[src/sv/websocket_frame_receiver_assert.svh]
// assertion macros for the frame receiver parser
`ifndef WEBSOCKET_FRAME_RECEIVER_ASSERT_SVH
`define WEBSOCKET_FRAME_RECEIVER_ASSERT_SVH

// same-cycle implication, held off during reset
`define WSFR_ASSERT_IMPL(name, clk, rst_n, ante, cons) \
  name: assert property (@(posedge clk) disable iff (!rst_n) (ante) |-> (cons)) \
    else $error("wsfr assertion failed: same-cycle implication");

// next-cycle implication, held off during reset
`define WSFR_ASSERT_NEXT(name, clk, rst_n, ante, cons) \
  name: assert property (@(posedge clk) disable iff (!rst_n) (ante) |=> (cons)) \
    else $error("wsfr assertion failed: next-cycle implication");

`endif

[src/sv/wsfr_pkg.sv]
package wsfr_pkg;

  localparam int LENGTH_BITS_DEF = 64;
  localparam logic [31:0] MAX_PAYLOAD_RST = 32'd10485760;

  // opcodes
  localparam logic [3:0] OP_TEXT      = 4'h1;
  localparam logic [3:0] OP_BINARY    = 4'h2;
  localparam logic [3:0] OP_CLOSE     = 4'h8;
  localparam logic [3:0] OP_PING      = 4'h9;
  localparam logic [3:0] OP_PONG      = 4'hA;
  localparam logic [3:0] OP_LAST_DEF  = 4'hA;

  // short length codes that announce an extended length
  localparam logic [6:0] LEN_EXT16 = 7'd126;
  localparam logic [6:0] LEN_EXT64 = 7'd127;

  // status codes
  localparam logic [2:0] ST_OK          = 3'd0;
  localparam logic [2:0] ST_CLOSE_RCVD  = 3'd1;
  localparam logic [2:0] ST_BAD_UTF8    = 3'd2;
  localparam logic [2:0] ST_UNKNOWN_OP  = 3'd3;
  localparam logic [2:0] ST_INVALID_OP  = 3'd4;
  localparam logic [2:0] ST_TOO_LARGE   = 3'd5;

  typedef enum logic [2:0] {
    PH_HDR0,
    PH_HDR1,
    PH_EXTLEN,
    PH_MASKKEY,
    PH_PAYLOAD,
    PH_CLOSED
  } phase_t;

  typedef struct packed {
    logic [7:0] data_byte;
    logic       data_valid;
    logic [3:0] frame_opcode;
    logic       final_fragment;
    logic       frame_end;
    logic [2:0] status;
    logic       link_closed;
  } wsfr_result_t;

  // status reported when a frame of the given opcode ends
  function automatic logic [2:0] frame_status(input logic [3:0] opcode,
                                              input logic       utf8_bad,
                                              input logic [1:0] utf8_pending);
    logic [2:0] st;
    case (opcode) inside
      OP_TEXT:                    st = (utf8_bad || utf8_pending != 2'd0) ? ST_BAD_UTF8 : ST_OK;
      OP_BINARY, OP_PING, OP_PONG: st = ST_OK;
      OP_CLOSE:                   st = ST_CLOSE_RCVD;
      default:                    st = ST_UNKNOWN_OP;
    endcase
    return st;
  endfunction

endpackage

[src/sv/websocket_frame_receiver.sv]
// Byte-serial WebSocket frame receiver for a link already in the open state. One received
// byte is taken per clock whenever in_stall is low; each byte is parsed and, for payload,
// unmasked and UTF-8 checked in the same cycle, and its result is written into the result
// buffer as the byte is taken. Header bytes give no result unless they end a zero-length
// frame or report an error. A two-entry result buffer lets input keep flowing for one
// stalled result; in_stall rises only when both entries hold results. Text, binary and ping
// payload bytes come out with data_valid set and the frame's opcode and FIN bit; close and
// pong payloads are dropped and only their end is reported. The last result of a frame has
// frame_end set and carries the status. Close, unknown or invalid opcodes, oversize lengths
// and bad UTF-8 set link_closed, after which every further byte is taken and ignored.
// cfg_wr_data sets the largest accepted payload length and should be written while idle.
module websocket_frame_receiver #(
  parameter int LENGTH_BITS = wsfr_pkg::LENGTH_BITS_DEF
) (
  input  logic        clk,
  input  logic        rst_n,
  input  logic        cfg_wr_en,
  input  logic [31:0] cfg_wr_data,
  input  logic        in_valid,
  output logic        in_stall,
  input  logic [7:0]  in_rx_byte,
  output logic        out_valid,
  input  logic        out_stall,
  output logic [7:0]  out_data_byte,
  output logic        out_data_valid,
  output logic [3:0]  out_frame_opcode,
  output logic        out_final_fragment,
  output logic        out_frame_end,
  output logic [2:0]  out_status,
  output logic        out_link_closed
);

  import wsfr_pkg::*;

  logic         in_accept;
  logic         res_valid;
  wsfr_result_t res;
  wsfr_result_t head;
  logic         buf_full;

  assign in_stall  = buf_full;
  assign in_accept = in_valid && !buf_full;

  wsfr_parser #(
    .LENGTH_BITS (LENGTH_BITS)
  ) u_parser (
    .clk         (clk),
    .rst_n       (rst_n),
    .cfg_wr_en   (cfg_wr_en),
    .cfg_wr_data (cfg_wr_data),
    .in_accept   (in_accept),
    .rx_byte     (in_rx_byte),
    .res_valid   (res_valid),
    .res         (res)
  );

  wsfr_out_buf u_out_buf (
    .clk       (clk),
    .rst_n     (rst_n),
    .push      (res_valid),
    .push_data (res),
    .full      (buf_full),
    .out_valid (out_valid),
    .out_stall (out_stall),
    .head      (head)
  );

  assign out_data_byte      = head.data_byte;
  assign out_data_valid     = head.data_valid;
  assign out_frame_opcode   = head.frame_opcode;
  assign out_final_fragment = head.final_fragment;
  assign out_frame_end      = head.frame_end;
  assign out_status         = head.status;
  assign out_link_closed    = head.link_closed;

endmodule

[src/sv/wsfr_utf8.sv]
module wsfr_utf8 (
  input  logic [7:0] data_byte,
  input  logic [1:0] pending,
  input  logic       bad,
  output logic [1:0] pending_nxt,
  output logic       bad_nxt
);

  always_comb begin
    pending_nxt = pending;
    bad_nxt     = bad;
    if (!bad) begin
      if (pending != 2'd0) begin
        if (data_byte[7:6] != 2'b10) begin
          bad_nxt = 1'b1;
        end else begin
          pending_nxt = pending - 2'd1;
        end
      end else if (!data_byte[7]) begin
        // plain ascii
        pending_nxt = 2'd0;
      end else if (data_byte[7:5] == 3'b110) begin
        pending_nxt = 2'd1;
      end else if (data_byte[7:4] == 4'b1110) begin
        pending_nxt = 2'd2;
      end else if (data_byte[7:3] == 5'b11110) begin
        pending_nxt = 2'd3;
      end else begin
        bad_nxt = 1'b1;
      end
    end
  end

endmodule

[src/sv/wsfr_parser.sv]
`include "websocket_frame_receiver_assert.svh"

module wsfr_parser #(
  parameter int LENGTH_BITS = wsfr_pkg::LENGTH_BITS_DEF
) (
  input  logic                  clk,
  input  logic                  rst_n,
  input  logic                  cfg_wr_en,
  input  logic [31:0]           cfg_wr_data,
  input  logic                  in_accept,
  input  logic [7:0]            rx_byte,
  output logic                  res_valid,
  output wsfr_pkg::wsfr_result_t res
);

  import wsfr_pkg::*;

  localparam int CW = (LENGTH_BITS > 32) ? LENGTH_BITS : 32;

  logic [31:0]            max_payload_r;
  phase_t                 phase_r, phase_nxt;
  logic [3:0]             opcode_r, opcode_nxt;
  logic                   fin_r, fin_nxt;
  logic                   mask_on_r, mask_on_nxt;
  logic [6:0]             len_code_r, len_code_nxt;
  logic [LENGTH_BITS-1:0] rem_r, rem_nxt;
  logic [2:0]             hdr_cnt_r, hdr_cnt_nxt;
  logic [31:0]            key_r, key_nxt;
  logic [1:0]             key_idx_r, key_idx_nxt;
  logic [1:0]             u_pend_r, u_pend_nxt;
  logic                   u_bad_r, u_bad_nxt;

  logic [7:0]  plain_byte;
  logic [7:0]  key_byte;
  logic [1:0]  key_sel;
  logic [1:0]  feed_pend;
  logic        feed_bad;
  logic        hdr_done;
  logic        emit;
  logic        last;
  logic        delivers;
  logic [2:0]  fin_status;
  logic        fin_closed;
  logic [CW-1:0] rem_ext;
  logic [CW-1:0] max_ext;

  always_comb begin
    key_sel    = 2'd3 - key_idx_r;
    key_byte   = mask_on_r ? key_r[{key_sel, 3'b000} +: 8] : 8'h00;
    plain_byte = rx_byte ^ key_byte;
  end

  wsfr_utf8 u_utf8 (
    .data_byte   (plain_byte),
    .pending     (u_pend_r),
    .bad         (u_bad_r),
    .pending_nxt (feed_pend),
    .bad_nxt     (feed_bad)
  );

  always_comb begin
    phase_nxt    = phase_r;
    opcode_nxt   = opcode_r;
    fin_nxt      = fin_r;
    mask_on_nxt  = mask_on_r;
    len_code_nxt = len_code_r;
    rem_nxt      = rem_r;
    hdr_cnt_nxt  = hdr_cnt_r;
    key_nxt      = key_r;
    key_idx_nxt  = key_idx_r;
    u_pend_nxt   = u_pend_r;
    u_bad_nxt    = u_bad_r;
    hdr_done     = 1'b0;
    emit         = 1'b0;
    last         = 1'b0;
    delivers     = 1'b0;
    fin_status   = ST_OK;
    fin_closed   = 1'b0;
    res          = '0;

    unique case (phase_r)
      PH_HDR0: begin
        opcode_nxt = rx_byte[3:0];
        fin_nxt    = rx_byte[7];
        if (rx_byte[3:0] > OP_LAST_DEF) begin
          phase_nxt       = PH_CLOSED;
          emit            = 1'b1;
          res.frame_end   = 1'b1;
          res.status      = ST_INVALID_OP;
          res.link_closed = 1'b1;
        end else begin
          phase_nxt = PH_HDR1;
        end
      end
      PH_HDR1: begin
        mask_on_nxt  = rx_byte[7];
        len_code_nxt = rx_byte[6:0];
        rem_nxt      = '0;
        if (rx_byte[6:0] == LEN_EXT16 || rx_byte[6:0] == LEN_EXT64) begin
          hdr_cnt_nxt = (rx_byte[6:0] == LEN_EXT16) ? 3'd1 : 3'd7;
          phase_nxt   = PH_EXTLEN;
        end else begin
          rem_nxt = {{(LENGTH_BITS-7){1'b0}}, rx_byte[6:0]};
          if (rx_byte[7]) begin
            hdr_cnt_nxt = 3'd3;
            phase_nxt   = PH_MASKKEY;
          end else begin
            hdr_done = 1'b1;
          end
        end
      end
      PH_EXTLEN: begin
        // saturate once the top byte is occupied
        if (|rem_r[LENGTH_BITS-1 -: 8]) begin
          rem_nxt = '1;
        end else begin
          rem_nxt = {rem_r[LENGTH_BITS-9:0], rx_byte};
        end
        if (hdr_cnt_r != 3'd0) begin
          hdr_cnt_nxt = hdr_cnt_r - 3'd1;
        end else if (mask_on_r) begin
          hdr_cnt_nxt = 3'd3;
          phase_nxt   = PH_MASKKEY;
        end else begin
          hdr_done = 1'b1;
        end
      end
      PH_MASKKEY: begin
        key_nxt = {key_r[23:0], rx_byte};
        if (hdr_cnt_r != 3'd0) begin
          hdr_cnt_nxt = hdr_cnt_r - 3'd1;
        end else begin
          hdr_done = 1'b1;
        end
      end
      PH_PAYLOAD: begin
        key_idx_nxt = key_idx_r + 2'd1;
        if (opcode_r == OP_TEXT) begin
          u_pend_nxt = feed_pend;
          u_bad_nxt  = feed_bad;
        end
        rem_nxt  = rem_r - {{(LENGTH_BITS-1){1'b0}}, 1'b1};
        last     = (rem_r == {{(LENGTH_BITS-1){1'b0}}, 1'b1});
        delivers = (opcode_r == OP_TEXT) || (opcode_r == OP_BINARY) ||
                   (opcode_r == OP_PING);
        if (last) begin
          fin_status = frame_status(opcode_r, u_bad_nxt, u_pend_nxt);
          fin_closed = (fin_status != ST_OK);
          phase_nxt  = fin_closed ? PH_CLOSED : PH_HDR0;
        end
        if (delivers) begin
          emit            = 1'b1;
          res.data_byte   = plain_byte;
          res.data_valid  = 1'b1;
          res.frame_end   = last;
          res.status      = fin_status;
          res.link_closed = fin_closed;
        end else if (last) begin
          emit            = 1'b1;
          res.frame_end   = 1'b1;
          res.status      = fin_status;
          res.link_closed = fin_closed;
        end
      end
      PH_CLOSED: begin
        phase_nxt = PH_CLOSED;
      end
      default: begin
        phase_nxt = PH_CLOSED;
      end
    endcase

    // header complete: length check, then open the payload or end the frame
    rem_ext = {{(CW-LENGTH_BITS){1'b0}}, rem_nxt};
    max_ext = {{(CW-32){1'b0}}, max_payload_r};
    if (hdr_done) begin
      if (rem_ext > max_ext || rem_nxt == {LENGTH_BITS{1'b1}}) begin
        phase_nxt       = PH_CLOSED;
        emit            = 1'b1;
        res.frame_end   = 1'b1;
        res.status      = ST_TOO_LARGE;
        res.link_closed = 1'b1;
      end else begin
        key_idx_nxt = 2'd0;
        u_pend_nxt  = 2'd0;
        u_bad_nxt   = 1'b0;
        if (rem_nxt == '0) begin
          fin_status      = frame_status(opcode_r, 1'b0, 2'd0);
          fin_closed      = (fin_status != ST_OK);
          phase_nxt       = fin_closed ? PH_CLOSED : PH_HDR0;
          emit            = 1'b1;
          res.frame_end   = 1'b1;
          res.status      = fin_status;
          res.link_closed = fin_closed;
        end else begin
          phase_nxt = PH_PAYLOAD;
        end
      end
    end

    res.frame_opcode   = opcode_nxt;
    res.final_fragment = fin_nxt;
    res_valid          = in_accept && emit;
  end

  always_ff @(posedge clk) begin
    if (!rst_n) begin
      max_payload_r <= MAX_PAYLOAD_RST;
    end else if (cfg_wr_en) begin
      max_payload_r <= cfg_wr_data;
    end
  end

  always_ff @(posedge clk) begin
    if (!rst_n) begin
      phase_r    <= PH_HDR0;
      opcode_r   <= '0;
      fin_r      <= 1'b0;
      mask_on_r  <= 1'b0;
      len_code_r <= '0;
      rem_r      <= '0;
      hdr_cnt_r  <= '0;
      key_r      <= '0;
      key_idx_r  <= '0;
      u_pend_r   <= '0;
      u_bad_r    <= 1'b0;
    end else if (in_accept) begin
      phase_r    <= phase_nxt;
      opcode_r   <= opcode_nxt;
      fin_r      <= fin_nxt;
      mask_on_r  <= mask_on_nxt;
      len_code_r <= len_code_nxt;
      rem_r      <= rem_nxt;
      hdr_cnt_r  <= hdr_cnt_nxt;
      key_r      <= key_nxt;
      key_idx_r  <= key_idx_nxt;
      u_pend_r   <= u_pend_nxt;
      u_bad_r    <= u_bad_nxt;
    end
  end

  `WSFR_ASSERT_IMPL(a_closed_quiet, clk, rst_n, phase_r == PH_CLOSED, !res_valid)
  `WSFR_ASSERT_IMPL(a_data_in_payload, clk, rst_n, res_valid && res.data_valid, phase_r == PH_PAYLOAD)
  `WSFR_ASSERT_IMPL(a_err_ends_frame, clk, rst_n, res_valid && res.status != ST_OK, res.frame_end && res.link_closed)
  `WSFR_ASSERT_NEXT(a_close_sticks, clk, rst_n, res_valid && res.link_closed, phase_r == PH_CLOSED)

endmodule

[src/sv/wsfr_out_buf.sv]
module wsfr_out_buf (
  input  logic                   clk,
  input  logic                   rst_n,
  input  logic                   push,
  input  wsfr_pkg::wsfr_result_t push_data,
  output logic                   full,
  output logic                   out_valid,
  input  logic                   out_stall,
  output wsfr_pkg::wsfr_result_t head
);

  import wsfr_pkg::*;

  logic         v0_r, v1_r;
  wsfr_result_t e0_r, e1_r;
  logic         pop;

  assign pop       = v0_r && !out_stall;
  assign full      = v1_r;
  assign out_valid = v0_r;
  assign head      = e0_r;

  always_ff @(posedge clk) begin
    if (!rst_n) begin
      v0_r <= 1'b0;
      v1_r <= 1'b0;
    end else if (pop) begin
      if (v1_r) begin
        v1_r <= push;
      end else begin
        v0_r <= push;
      end
    end else if (push) begin
      if (!v0_r) begin
        v0_r <= 1'b1;
      end else begin
        v1_r <= 1'b1;
      end
    end
  end

  // payload side, no reset
  always_ff @(posedge clk) begin
    if (pop) begin
      if (v1_r) begin
        e0_r <= e1_r;
        if (push) begin
          e1_r <= push_data;
        end
      end else if (push) begin
        e0_r <= push_data;
      end
    end else if (push) begin
      if (!v0_r) begin
        e0_r <= push_data;
      end else begin
        e1_r <= push_data;
      end
    end
  end

endmodule

[config.mk]
export PLATFORM = sky130hd
export DESIGN_NAME = websocket_frame_receiver
export DESIGN_NICKNAME = d
export VERILOG_FILES = /design/src/sv/wsfr_pkg.sv /design/src/sv/websocket_frame_receiver.sv /design/src/sv/wsfr_utf8.sv /design/src/sv/wsfr_parser.sv /design/src/sv/wsfr_out_buf.sv
export VERILOG_INCLUDE_DIRS = /design/src /design/src/sv
export SDC_FILE = /design/constraint.sdc
export NUM_CORES = 1
export LEC_CHECK = 0
export BUFFER_PORTS_ARGS = -buffer_cell sky130_fd_sc_hd__buf_2
export CAP_MARGIN = 40
export CORE_MARGIN = 8
export CORE_UTILIZATION = 39
export DETAILED_ROUTE_END_ITERATION = 16
export GPL_TIMING_DRIVEN = 0
export PLACE_DENSITY = 0.55
export SYNTH_ARGS = -nofsm -noshare
export SYNTH_HDL_FRONTEND = slang
export SYNTH_SLANG_ARGS = --single-unit
[constraint.sdc]
create_clock -name clk -period 11.2 [get_ports clk]
set_clock_uncertainty 0.15 [all_clocks]
set_input_delay 0.56 -clock clk [delete_from_list [all_inputs] [get_ports clk]]
set_output_delay 0.56 -clock clk [all_outputs]
set_load 0.1 [all_outputs]
==> results by group <==
Clocking
  • Clk root buf: clkbuf_16
  • CTS Sinks: 185
  • Post_cts resized: 0
  • H-tree depth: 4
  • Post-CTS Setup Bufs: 0
  • Hold buffers post-CTS: 0
  • Clock latency at the later pin of the worst-skew pair: about 0.47 ns
  • Clock Pin Slew Worst Setup and Hold Paths: 0.08 ns
  • Bufs on Longest Clock Path: 2
  • CTS buffer count: 17
  • CTS tree: yes

STA
  • Min Hold Slack: approximately 0.17 ns
  • Final worst slack: 4.107 ns
  • Final Setup Violations: 0
  • Fin crit share: 63.33%
  • Worst-Margin Slew: 0.9636 ns
  • Minimum clock period: 7.093 ns
  • Count of pins over their slew limit: 0
  • Slew HR: 35.76%
  • Setup TNS: 0 ns
  • Final Hold Fails: 0
  • Fmax: between 100 and 150 MHz
  • RSZ-0062 raised after global routing: no

Placed design
  • PortBufs: between 60 and 70
  • RePlAce Congestion: 1.008
  • Final HPWL DP: ~37 mm
  • Place WS: 4.244 ns

Synthesis
  • Synthesized Nets: 1667
  • Yosys reg bits: between 150 and 200
  • Post-synthesis area per instance: 7.750 µm²
  • Asr flop ratio synth: 0%
  • Netlist cell types: 91
  • Synth warnings: 0
  • Post-Synthesis Cells: 1585
  • EDFF count, synth: 38
  • Register area share after synthesis: approximately 33%
  • Syn Std Cell Area: about 12000 µm²
  • Most used DFF post-synth: dfxtp_1

Routing
  • Via count: approximately 13000
  • WL/cell: 23.46 µm
  • # DRC: 0
  • DRT Pass-1 Iters: 8
  • Drt first-iter violations: approximately 1600
  • Vias per inst: 6.163
  • DRT antenna net count: 0
  • Routed Wire Length: 49.12 mm

Critical path
  • Critical path endpoint category: flop
  • Setup CP Type: reg2reg
  • CP required: 11.27 ns
  • Most used cell, CP: clkbuf_1
  • Startpoint types: flop
  • Crit-path cells: clkbuf_1 -> nor4_4 -> nand2_1 -> clkbuf_1 -> clkbuf_1 -> o21ai_0 -> o311a_1 -> inv_1 -> ha_1 -> a21oi_1 -> nor4_1 -> a2111oi_0 -> o21ai_0 -> o221ai_1 -> nand3_1 -> nor4b_2 -> nand4_4 -> o21ai_1 -> a211oi_4 -> buf_8
  • Slowest CP cell: nor4_4
  • Slowest stage delay, CP: 0.77 ns
  • Crit path max fanout: 17
  • Reg2Reg Depth: 20
  • CP arrival: 7.17 ns

Floorplan
  • Ports: 66
  • Full die area: 37430 µm²
  • CORE AREA: about 31000 µm²
  • Row count: 65
  • Initial Util: 39.23%
  • Width of the die: 193.5 µm
  • Die Y: 193.5 µm

Cells and area
  • Finished Core Util: roughly 44%
  • Most common cell after layout, fill and taps aside: nor2_1
  • Register area: 4084 µm²
  • Multi-input gate area: 7430 µm²
  • Layout Area Growth over Synthesis: 12.28%
  • Nets: 1761
  • Most frequent cells in the layout: 203 x nor2_1, 180 x nand2_1, 147 x dfxtp_1, 104 x clkbuf_1, 99 x a21oi_1
  • Fill count: between 3000 and 4000
  • Ratio of cells with drive above 1 in the final layout: 10.17%
  • Ant. Diodes: 0

GRT
  • Vias in the first global route: 12022
  • Total GRT Usage: 25.57%
  • Initial antenna violation count: 0
  • First-pass GRT wire length: 74.50 mm
  • Pin count of the biggest net entering global routing: 19
  • Total congestion overflow: 0

Power and ir drop
  • Power per cell area: 210.1 nW/µm²
  • Pwr Total: 0.002899 W
  • Max VDD drop: 0.1328 mV
  • P_leak: 5.144 nW

Hold path
  • Cells on Worst Hold Path: 3
  • HP Class: in2reg

Flow run
  • Max-cap violations: 0

Run status
  • Status: finished, final reports clean
-- power by group --
part	internal, W	leakage, nW	switching (W)
combinational	0.000434	3.31	0.00106
sequential	0.000753	1.56	0.0000527
clock	0.000293	0.270	0.000305
total	0.00148	5.14	0.00142
-- area by class of cell --
cell class | instances | area share (%)
Buffer | 123 | 3.447
Clock buffer | 17 | 3.084
Clock inverter | 15 | 0.9706
Inverter | 83 | 2.259
Multi-Input combinational cell | 1194 | 53.86
Sequential cell | 185 | 29.61
Tap cell | 402 | 3.647
Timing Repair Buffer | 75 | 3.120
-- cell usage after synthesis (all sizes together), types with 11 or more instances --
cell type / count / area [µm²]
nor2: 203 / 762.0
xnor2: 18 / 157.7
buf: 19 / 85.09
o21ai: 83 / 415.4
nor4: 41 / 357.8
o31ai: 15 / 131.4
o211ai: 23 / 177.7
edfxtp: 38 / 1141
nand4: 29 / 196.4
xor2: 11 / 96.34
nand2: 180 / 675.7
ha: 37 / 462.9
o311ai: 11 / 96.35
mux2i: 51 / 510.5
clkbuf: 104 / 390.4
a31oi: 18 / 112.6
a211oi: 44 / 330.3
or4: 27 / 229.0
or3: 18 / 117.6
nand2b: 13 / 81.33
nand3: 47 / 235.2
nor3: 57 / 305.3
a21oi: 101 / 509.2
inv: 82 / 307.8
o21a: 12 / 90.09
dfxtp: 147 / 2943
-- metrics by stage --
| step | instances | area [µm²] |
|---|---|---|
| after detailed placement | 2062 | 13230 |
| final | 2094 | 13790 |
| after floorplan | 1585 | 12280 |
| after CTS | 2094 | 13790 |
| after global routing | 2094 | 13790 |
| after global placement | 2050 | 13100 |
-- layer usage --
metal | routed length [µm] | vias to the layer above | global-route usage, %
li1 | - | 5970 | -
met4 | 2265 | 0 | 12.66
met1 | 21340 | 6056 | 34.33
met2 | 20790 | 724 | 38.35
met3 | 4715 | 155 | 5.502
met5 | 0 | - | 0
-- registers in the layout (all words and copies together), names as in the netlist, 2 cells and up --
register and count:
u_parser.rem_r 64, u_parser.key_r 32, u_parser.max_payload_r 32, u_out_buf.e1_r 19, u_out_buf.head 19, u_parser.opcode_r 4, u_parser.hdr_cnt_r 3, u_parser.phase_r 3
u_parser.key_idx_r 2, u_parser.u_pend_r 2
-- final timing paths --
check / to / slack [ns] / startpoint
worst min register to register: u_parser.key_r[27] / 0.30 / u_parser.key_r[27]
worst max register to register: u_out_buf.e1_r[17] / 4.11 / u_parser.rem_r[57]
worst min-delay path: u_parser.max_payload_r[23] / 0.17 / cfg_wr_data[23]
worst max-delay path: u_out_buf.e1_r[17] / 4.11 / u_parser.rem_r[57]
-- kinds of logic (layout without fill, tap and decap cells) --
kind of cell	count (synthesis)	count (layout)	share of synthesized area [%]
simple gates	673	673	27.78
xor+xnor	29	29	2.068
fa+ha+maj	37	37	3.769
compound gates	398	398	21.76
buf+inv	206	313	6.407
mux	57	57	4.981
flops	185	185	33.25
-- critical path: cells and delay by family (launching register included) --
kind	cells	cell delay [ns]
AO/OA/AOI/OAI	8	2.41
buffers and inverters	5	1.41
adder cells (fa/ha/maj)	1	0.29
flip-flops	1	0.30
AND/OR/NAND/NOR	6	2.26
Power figures use the tool's default switching activity.
